`src/hdl/ps2mk_pkg.sv`:
```
// ----------------------------------------------------------------------------
// ps2mk_pkg: shared types and tables for the scancode to matrix translator
// Holds the result type, the table entry type, the protocol codes and the
// normal and extended scancode lookup functions.
// ----------------------------------------------------------------------------
package ps2mk_pkg;

	localparam logic [7:0] CodeExtended  = 8'hE0;
	localparam logic [7:0] CodeRestore   = 8'h12;
	localparam logic [7:0] CodeShiftLock = 8'h58;
	localparam logic [7:0] BreakPrefixRst = 8'h0F;
	localparam logic [1:0] SkipAfterRestore = 2'd2;

	typedef struct packed {
		logic       has;
		logic       shf;
		logic [6:0] code;
	} map_entry_t;

	typedef struct packed {
		logic [6:0] matrix_code;
		logic       released;
		logic       force_shift;
		logic       restore_event;
		logic       shift_lock_on;
	} key_t;

	typedef struct packed {
		logic emit;
		key_t key;
	} decode_res_t;

	function automatic map_entry_t mk(input logic [6:0] c);
		mk = '{has: 1'b1, shf: 1'b0, code: c};
	endfunction

	function automatic map_entry_t mks(input logic [6:0] c);
		mks = '{has: 1'b1, shf: 1'b1, code: c};
	endfunction

	function automatic map_entry_t normal_lookup(input logic [7:0] sc);
		map_entry_t e;
		e = '0;
		case (sc)
			8'h1C: e = mk(7'h12);
			8'h32: e = mk(7'h34);
			8'h21: e = mk(7'h24);
			8'h23: e = mk(7'h22);
			8'h24: e = mk(7'h16);
			8'h2B: e = mk(7'h25);
			8'h34: e = mk(7'h32);
			8'h33: e = mk(7'h35);
			8'h43: e = mk(7'h41);
			8'h3B: e = mk(7'h42);
			8'h42: e = mk(7'h45);
			8'h4B: e = mk(7'h52);
			8'h3A: e = mk(7'h44);
			8'h31: e = mk(7'h47);
			8'h44: e = mk(7'h46);
			8'h4D: e = mk(7'h51);
			8'h15: e = mk(7'h76);
			8'h2D: e = mk(7'h21);
			8'h1B: e = mk(7'h15);
			8'h2C: e = mk(7'h26);
			8'h3C: e = mk(7'h36);
			8'h2A: e = mk(7'h37);
			8'h1D: e = mk(7'h11);
			8'h22: e = mk(7'h27);
			8'h1A: e = mk(7'h31);
			8'h35: e = mk(7'h14);
			8'h45: e = mk(7'h43);
			8'h16: e = mk(7'h70);
			8'h1E: e = mk(7'h73);
			8'h26: e = mk(7'h10);
			8'h25: e = mk(7'h13);
			8'h2E: e = mk(7'h20);
			8'h36: e = mk(7'h23);
			8'h3D: e = mk(7'h30);
			8'h3E: e = mk(7'h33);
			8'h46: e = mk(7'h40);
			8'h4E: e = mk(7'h53);
			8'h55: e = mk(7'h65);
			8'h66: e = mk(7'h00);
			8'h0E: e = mk(7'h71);
			8'h5A: e = mk(7'h01);
			8'h76: e = mk(7'h77);
			8'h54: e = mk(7'h56);
			8'h5B: e = mk(7'h61);
			8'h4C: e = mk(7'h55);
			8'h52: e = mk(7'h62);
			8'h41: e = mk(7'h57);
			8'h49: e = mk(7'h54);
			8'h4A: e = mk(7'h67);
			8'h05: e = mk(7'h04);
			8'h06: e = mks(7'h04);
			8'h04: e = mk(7'h05);
			8'h0C: e = mks(7'h05);
			8'h03: e = mk(7'h06);
			8'h0B: e = mks(7'h06);
			8'h38: e = mk(7'h03);
			8'h0A: e = mks(7'h03);
			8'h11: e = mk(7'h75);
			8'h01: e = mk(7'h60);
			8'h09: e = mk(7'h50);
			8'h29: e = mk(7'h74);
			8'h12: e = mk(7'h17);
			8'h59: e = mk(7'h64);
			8'h14: e = mk(7'h72);
			8'h0D: e = mk(7'h72);
			8'h00: e = mk(7'h66);
			default: e = '0;
		endcase
		return e;
	endfunction

	function automatic map_entry_t extended_lookup(input logic [7:0] sc);
		map_entry_t e;
		e = '0;
		case (sc)
			8'h6C: e = mk(7'h63);
			8'h75: e = mks(7'h07);
			8'h6B: e = mks(7'h02);
			8'h72: e = mk(7'h07);
			8'h74: e = mk(7'h02);
			default: e = '0;
		endcase
		return e;
	endfunction

endpackage

```
`src/hdl/ps2mk_code_if.sv`:
```
// ----------------------------------------------------------------------------
// ps2mk_code_if: scancode byte channel
// Carries one received scancode byte per beat with a valid/ready handshake.
// ----------------------------------------------------------------------------
interface ps2mk_code_if;
	logic       valid;
	logic       ready;
	logic [7:0] scancode;

	modport source (output valid, output scancode, input ready);
	modport sink (input valid, input scancode, output ready);
endinterface

```
`src/hdl/ps2mk_key_if.sv`:
```
// ----------------------------------------------------------------------------
// ps2mk_key_if: matrix key event channel
// Carries one translated key or restore event per beat.
// ----------------------------------------------------------------------------
interface ps2mk_key_if;
	logic       valid;
	logic       ready;
	logic [6:0] matrix_code;
	logic       released;
	logic       force_shift;
	logic       restore_event;
	logic       shift_lock_on;

	modport source (output valid, output matrix_code, output released, output force_shift,
		output restore_event, output shift_lock_on, input ready);
	modport sink (input valid, input matrix_code, input released, input force_shift,
		input restore_event, input shift_lock_on, output ready);
endinterface

```
`src/hdl/ps2mk_decode.sv`:
```
// ----------------------------------------------------------------------------
// ps2mk_decode: prefix tracking and table lookup
// Holds the sequence state and shift lock, decodes one byte per advance and
// reports whether the byte produces a key or restore event.
// ----------------------------------------------------------------------------
module ps2mk_decode import ps2mk_pkg::*; (
	input  logic        clk,
	input  logic        arst_n,
	input  logic        advance,
	input  logic [7:0]  code,
	input  logic [7:0]  break_prefix,
	output decode_res_t res
);

	logic       ext_q, rel_q, lock_q;
	logic [1:0] skip_q;
	logic       ext_d, rel_d, lock_d;
	logic [1:0] skip_d;
	map_entry_t entry;

	always_comb begin
		ext_d  = ext_q;
		rel_d  = rel_q;
		lock_d = lock_q;
		skip_d = skip_q;
		res    = '0;
		res.key.shift_lock_on = lock_q;
		entry  = ext_q ? extended_lookup(code) : normal_lookup(code);
		if (skip_q != 2'd0) begin
			skip_d = skip_q - 2'd1;
		end else if (!ext_q && !rel_q && code == CodeExtended) begin
			ext_d = 1'b1;
		end else if (!rel_q && code == break_prefix) begin
			rel_d = 1'b1;
		end else begin
			ext_d = 1'b0;
			rel_d = 1'b0;
			if (ext_q && code == CodeRestore) begin
				if (rel_q) begin
					skip_d = SkipAfterRestore;
				end else begin
					res.emit = 1'b1;
					res.key.restore_event = 1'b1;
				end
			end else if (!ext_q && code == CodeShiftLock) begin
				if (!rel_q) begin
					lock_d = ~lock_q;
				end
			end else if (entry.has) begin
				res.emit = 1'b1;
				res.key.matrix_code = entry.code;
				res.key.released = rel_q;
				res.key.force_shift = entry.shf;
			end
		end
	end

	always_ff @(posedge clk or negedge arst_n) begin
		if (!arst_n) begin
			ext_q  <= 1'b0;
			rel_q  <= 1'b0;
			lock_q <= 1'b0;
			skip_q <= 2'd0;
		end else if (advance) begin
			ext_q  <= ext_d;
			rel_q  <= rel_d;
			lock_q <= lock_d;
			skip_q <= skip_d;
		end
	end

endmodule

```
`src/hdl/ps2mk_out_reg.sv`:
```
// ----------------------------------------------------------------------------
// ps2mk_out_reg: result register
// Holds one decoded event until the sink takes it and tells the stage in
// front whether a new byte may be decoded this cycle.
// ----------------------------------------------------------------------------
module ps2mk_out_reg import ps2mk_pkg::*; (
	input  logic            clk,
	input  logic            arst_n,
	input  logic            in_valid,
	input  decode_res_t     res,
	output logic            advance,
	ps2mk_key_if.source     key
);

	logic valid_q;
	key_t key_q;

	assign advance = in_valid && (!valid_q || key.ready);

	always_ff @(posedge clk or negedge arst_n) begin
		if (!arst_n) begin
			valid_q <= 1'b0;
		end else if (advance) begin
			valid_q <= res.emit;
		end else if (key.ready) begin
			valid_q <= 1'b0;
		end
	end

	always_ff @(posedge clk) begin
		if (advance && res.emit) begin
			key_q <= res.key;
		end
	end

	assign key.valid         = valid_q;
	assign key.matrix_code   = key_q.matrix_code;
	assign key.released      = key_q.released;
	assign key.force_shift   = key_q.force_shift;
	assign key.restore_event = key_q.restore_event;
	assign key.shift_lock_on = key_q.shift_lock_on;

endmodule

```
`src/hdl/ps2_scancode_to_matrix_key.sv`:
```
// ----------------------------------------------------------------------------
// ps2_scancode_to_matrix_key: keyboard scancode to 8x8 matrix translator
// Turns set 2 scancode sequences into matrix key and restore events.
// ----------------------------------------------------------------------------
//  Channel       Direction  Beat contents
//  code          in         scancode
//  key           out        matrix_code, released, force_shift,
//                           restore_event, shift_lock_on
//  break_prefix  in         write enable and byte value
//
// A byte is registered on input and decoded from that register into the result
// register; its event becomes valid when the result register loads it.
// One byte is accepted per cycle while input ready stays high; the decode
// register and the result register set that rate. Reset clears all sequence
// state and shift lock. When both registers hold a beat and the result is not
// taken, input ready drops.
// ----------------------------------------------------------------------------
module ps2_scancode_to_matrix_key import ps2mk_pkg::*; (
	input  logic           clk,
	input  logic           arst_n,
	input  logic           break_prefix_we,
	input  logic [7:0]     break_prefix_wdata,
	ps2mk_code_if.sink     code,
	ps2mk_key_if.source    key
);

	logic        valid_s1;
	logic [7:0]  code_s1;
	logic [7:0]  break_prefix_q;
	logic        advance;
	decode_res_t res;

	assign code.ready = !valid_s1 || advance;

	always_ff @(posedge clk or negedge arst_n) begin
		if (!arst_n) begin
			valid_s1       <= 1'b0;
			break_prefix_q <= BreakPrefixRst;
		end else begin
			if (code.ready) begin
				valid_s1 <= code.valid;
			end
			if (break_prefix_we) begin
				break_prefix_q <= break_prefix_wdata;
			end
		end
	end

	always_ff @(posedge clk) begin
		if (code.valid && code.ready) begin
			code_s1 <= code.scancode;
		end
	end

	ps2mk_decode u_decode (
		.clk          (clk),
		.arst_n       (arst_n),
		.advance      (advance),
		.code         (code_s1),
		.break_prefix (break_prefix_q),
		.res          (res)
	);

	ps2mk_out_reg u_out_reg (
		.clk      (clk),
		.arst_n   (arst_n),
		.in_valid (valid_s1),
		.res      (res),
		.advance  (advance),
		.key      (key)
	);

endmodule
```
`src/flat_wrapper.sv`:
```
// flat-port wrapper written by rule: the top's interface ports become plain ports
module ps2_scancode_to_matrix_key_flat import ps2mk_pkg::*;
  (clk, arst_n, break_prefix_we, break_prefix_wdata, code_valid, code_scancode, code_ready, key_valid, key_matrix_code, key_released, key_force_shift, key_restore_event, key_shift_lock_on, key_ready);
  ps2mk_code_if code_i ();
  ps2mk_key_if key_i ();
  input  logic clk;
  input  logic arst_n;
  input  logic break_prefix_we;
  input  logic [7:0] break_prefix_wdata;
  input wire logic [$bits(code_i.valid)-1:0] code_valid;
  input wire logic [$bits(code_i.scancode)-1:0] code_scancode;
  output wire logic [$bits(code_i.ready)-1:0] code_ready;
  output wire logic [$bits(key_i.valid)-1:0] key_valid;
  output wire logic [$bits(key_i.matrix_code)-1:0] key_matrix_code;
  output wire logic [$bits(key_i.released)-1:0] key_released;
  output wire logic [$bits(key_i.force_shift)-1:0] key_force_shift;
  output wire logic [$bits(key_i.restore_event)-1:0] key_restore_event;
  output wire logic [$bits(key_i.shift_lock_on)-1:0] key_shift_lock_on;
  input wire logic [$bits(key_i.ready)-1:0] key_ready;
  assign code_i.valid = code_valid;
  assign code_i.scancode = code_scancode;
  assign code_ready = code_i.ready;
  assign key_valid = key_i.valid;
  assign key_matrix_code = key_i.matrix_code;
  assign key_released = key_i.released;
  assign key_force_shift = key_i.force_shift;
  assign key_restore_event = key_i.restore_event;
  assign key_shift_lock_on = key_i.shift_lock_on;
  assign key_i.ready = key_ready;
  ps2_scancode_to_matrix_key u_core (.clk(clk), .arst_n(arst_n), .break_prefix_we(break_prefix_we), .break_prefix_wdata(break_prefix_wdata), .code(code_i), .key(key_i));
endmodule
```
`config.mk`:
```
export PLATFORM = sky130hd
export DESIGN_NAME = ps2_scancode_to_matrix_key_flat
export DESIGN_NICKNAME = d
export VERILOG_FILES = /design/src/hdl/ps2mk_pkg.sv /design/src/hdl/ps2mk_code_if.sv /design/src/hdl/ps2mk_key_if.sv /design/src/hdl/ps2mk_decode.sv /design/src/hdl/ps2mk_out_reg.sv /design/src/hdl/ps2_scancode_to_matrix_key.sv /design/src/flat_wrapper.sv
export SDC_FILE = /design/constraint.sdc
export NUM_CORES = 1
export LEC_CHECK = 0
export BUFFER_PORTS_ARGS = -buffer_cell sky130_fd_sc_hd__buf_2
export CORE_AREA = 2 2 56 110
export CTS_BUF_LIST = sky130_fd_sc_hd__clkbuf_4 sky130_fd_sc_hd__clkbuf_8 sky130_fd_sc_hd__clkbuf_16
export DETAILED_ROUTE_END_ITERATION = 16
export DIE_AREA = 0 0 58 112
export PLACE_DENSITY_LB_ADDON = 0.15
export REMOVE_ABC_BUFFERS = 1
export SKIP_CTS_REPAIR_TIMING = 1
export SKIP_LAST_GASP = 1
export SLEW_MARGIN = 15
export SYNTH_ARGS = -nofsm -noshare
export SYNTH_HDL_FRONTEND = slang
export SYNTH_SLANG_ARGS = --single-unit
```
`constraint.sdc`:
```
create_clock -name clk -period 5.3 [get_ports clk]
set_input_delay 0.795 -clock clk [delete_from_list [all_inputs] [get_ports clk]]
set_output_delay 0.795 -clock clk [all_outputs]
set_load 0.02 [all_outputs]
```
==> out/metrics.csv <==
stage,metric,value,unit
sta,rsz0062_at_grt,no,
cts,cts_sinks,41,
pwr,switchingPower,368.3,µW
sta,hold_viol,0,
synthesis,synth_seq_cells,41,
pwr,seqPwrFrac,0.387,
worst_setup_path,worst-path-stages,13,
cts,cts_tree,done,
die,die-area,6496,µm²
cts,clk_latency,280,ps
detailed_routing,viasPerCell,7.053,
worst_setup_path,worst-setup-path-type,in2reg,
die,ioPinCount,34,
worst_setup_path,arrival,4270,ps
die,start_util,0.6046,
placement,dp_slack,947.0,ps
sta,layout_min_cycle_time,4145,ps
worst_setup_path,crit_required,5420,ps
sta,fmaxAchievable,0.2412,GHz
sta,finalSetupTns,0,ps
sta,hold_slack,406.1,ps
synthesis,ys_async_sr_fraction,0.3659,
cts,cts-buffers-inserted,5,
sta,clock_skew,4.463,ps
placement,numPortBuffers,32,
layout,fillers,486,
grt,grt_max_degree,27,
layout,nNetsFinal,430,
worst_setup_path,crit_slowest_cell,and3b_1,
pwr,power.density,287.6,nW/µm²
worst_hold_path,min_path_type,in2async,
grt,antenna_found_initial,0,
die,core_area,5660,µm²
synthesis,ys_seq_area_frac,0.3159,
grt,gr-total-overflow,0,
worst_setup_path,cpPeakStageDelay,610,ps
synthesis,yosysWarnings,0,
detailed_routing,routed_wl,10210,µm
layout,area_growth,6.398,%
flow_run,maxCapViolations,0,
pwr,ir_drop,0.3529,mV
detailed_routing,wl_per_cell,22.35,µm
synthesis,synth_edf_count,18,
grt,grt_pass1_vias,3072,
placement,gp_congestion,1.041,
sta,drv_slew,0,
die,die_y,112,µm
status,status,completed,
pwr,internal_power,678.8,µW
layout,multi_input_area,2096,µm²
grt,track_usage,0.3293,
die,num_rows,39,
synthesis,syn_avg_cell_area,8.912,µm²
pwr,power_frac_comb,0.335,
synthesis,ys.flop_type,edfxtp_1,
layout,regArea,1081,µm²
layout,final_common_cell,nand2_1,
worst_setup_path,start_kind,input pin,
pwr,clkPwrFrac,0.278,
placement,dp_hpwl,7706,µm
worst_setup_path,critPathTopFamily,compound AO/OA/AOI/OAI gates,
worst_setup_path,cp_max_fo,17,
detailed_routing,drtIter0Drc,315,
grt,grt_pass1_wl,16230,µm
sta,timing.final.crit_share,0.7821,
detailed_routing,drc,0,
layout,drive_gt1_frac,0.1944,
detailed_routing,num_vias,3223,
sta,worst_slew_pin_slew,1102,ps
cts,htreeDepth,2,
cts,path_clk_slew,60,ps
layout,most-common-layout-cells,"nand2_1 (36), buf_2 (32), a21oi_1 (23), nor2_1 (19)",
die,die_x,58,µm
layout,diodes,0,
synthesis,syn-cell-area,3422,µm²
cts,cts_root_buf,clkbuf_16,
pwr,leakagePower,1.371,nW
sta,slew-limit-headroom,0.2656,
worst_setup_path,worstSetupEndpointType,flop,
cts,clock_path_buffers,2,
sta,setup_viol,0,
sta,worst_slack,1155,ps
worst_setup_path,r2r_cells,12,
pwr,switching_share,0.3517,
worst_setup_path,crit_buf_inv,5,
worst_setup_path,path_cells,"buf_2, and3b_1, inv_4, nand2_2, inv_2, a21oi_1, inv_1, ha_1, inv_1, o32ai_1, a31oi_1, a21oi_1, a22oi_1",
synthesis,synth_cell_types,81,
detailed_routing,dr.pass1.iters,6,
detailed_routing,ant_nets,0,
synthesis,netlist_instances,384,
-- final cells by class --
class                   count  share of cell area
well taps                  61             0.02096
repair buffers             33             0.04605
flip-flops and latches     41              0.2969
clock buffers               6             0.03643
clock inverters             2            0.002749
inverters                  20             0.02131
multi-input cells         294              0.5756
-- metrics by stage --
stage / utilization / area, µm² / power, mW / cells
3_3_place_gp: 0.6180 / 3498 / 0.7514 / 449
6_report: 0.6432 / 3641 / 1.047 / 457
4_1_cts: 0.6432 / 3641 / 1.040 / 457
5_1_grt: 0.6432 / 3641 / 1.092 / 457
3_5_place_dp: 0.6180 / 3498 / 0.7521 / 449
2_1_floorplan: - / 3254 / 0.6469 / 355
-- synth_stat cells (3+ instances only) --
library cell  instances  area share
o311ai_1              6       0.015
a21oi_1              23       0.034
a32oi_1               4       0.010
inv_1                17       0.019
a311oi_1              4       0.010
o21ai_1               5      0.0073
a31oi_1               8       0.015
nand2_1              36       0.039
dfxtp_1               8       0.047
a22oi_1               4      0.0088
nor3_1               13       0.019
dfrtp_1              11       0.080
buf_2                14       0.020
nand4_1               5      0.0091
a211oi_1              8       0.018
o21ai_0              18       0.026
dfstp_2               4       0.031
buf_6                 4       0.013
edfxtp_1             18        0.16
nand3_1              13       0.019
mux2i_1               5       0.015
nor2_1               19       0.021
nand4b_1              6       0.015
xnor2_1              12       0.031
nor4_1                5      0.0091
ha_1                 14       0.051
o211ai_1              8       0.018
clkbuf_1              7      0.0077
o32ai_1               3      0.0077
nand2b_1              8       0.015
mux2_2                8       0.026
nor4b_1               3      0.0077
buf_4                 3      0.0066
-- power groups by stage --
stage / Clock, mW / Combinational [mW] / Sequential (mW)
after detailed placement: 0 / 0.341 / 0.411
after global placement: 0 / 0.342 / 0.410
after floorplan: 0 / 0.242 / 0.405
after CTS: 0.291 / 0.343 / 0.405
after global routing: 0.301 / 0.381 / 0.410
final: 0.291 / 0.351 / 0.406
-- kinds of logic after synthesis --
kind of cell    count (synthesis)  share of synthesized area
simple gates                  124                     0.1927
buf+inv                        49                    0.07167
mux                            13                    0.04095
other cells                     1                   0.001096
flops                          41                     0.3159
xor+xnor                       13                    0.03327
fa+ha+maj                      14                    0.05119
compound gates                129                     0.2932
-- path summary, 6_finish.rpt --
| path | end | startpoint | slack [ps] |
|---|---|---|---|
| max | flop | key_ready | 1150 |
| min | u_core.break_prefix_q[5]$_DFFE_PN0P_ | arst_n | 410 |
| max reg2reg | flop | u_core.valid_s1$_DFFE_PN0N_ | 1330 |
| min reg2reg | u_core.u_out_reg.key.shift_lock_on$_DFFE_PP_ | u_core.u_decode.lock_q$_DFFE_PN0P_ | 480 |
| max in group asynchronous | u_core.break_prefix_q[0]$_DFFE_PN1P_ | arst_n | 4600 |
| min in group clk | u_core.u_out_reg.key.shift_lock_on$_DFFE_PP_ | u_core.u_decode.lock_q$_DFFE_PN0P_ | 480 |
-- routing by layer --
| metal | global-route usage | vias to the layer above | share of wire |
|---|---|---|---|
| li1 | - | 1484 | - |
| met4 | 0.2031 | 0 | 0.061 |
| met2 | 0.5985 | 174 | 0.55 |
| met5 | 0 | - | 0 |
| met1 | 0.3469 | 1513 | 0.33 |
| met3 | 0.02904 | 52 | 0.053 |
Note: power is estimated with default switching activity, not from simulation.
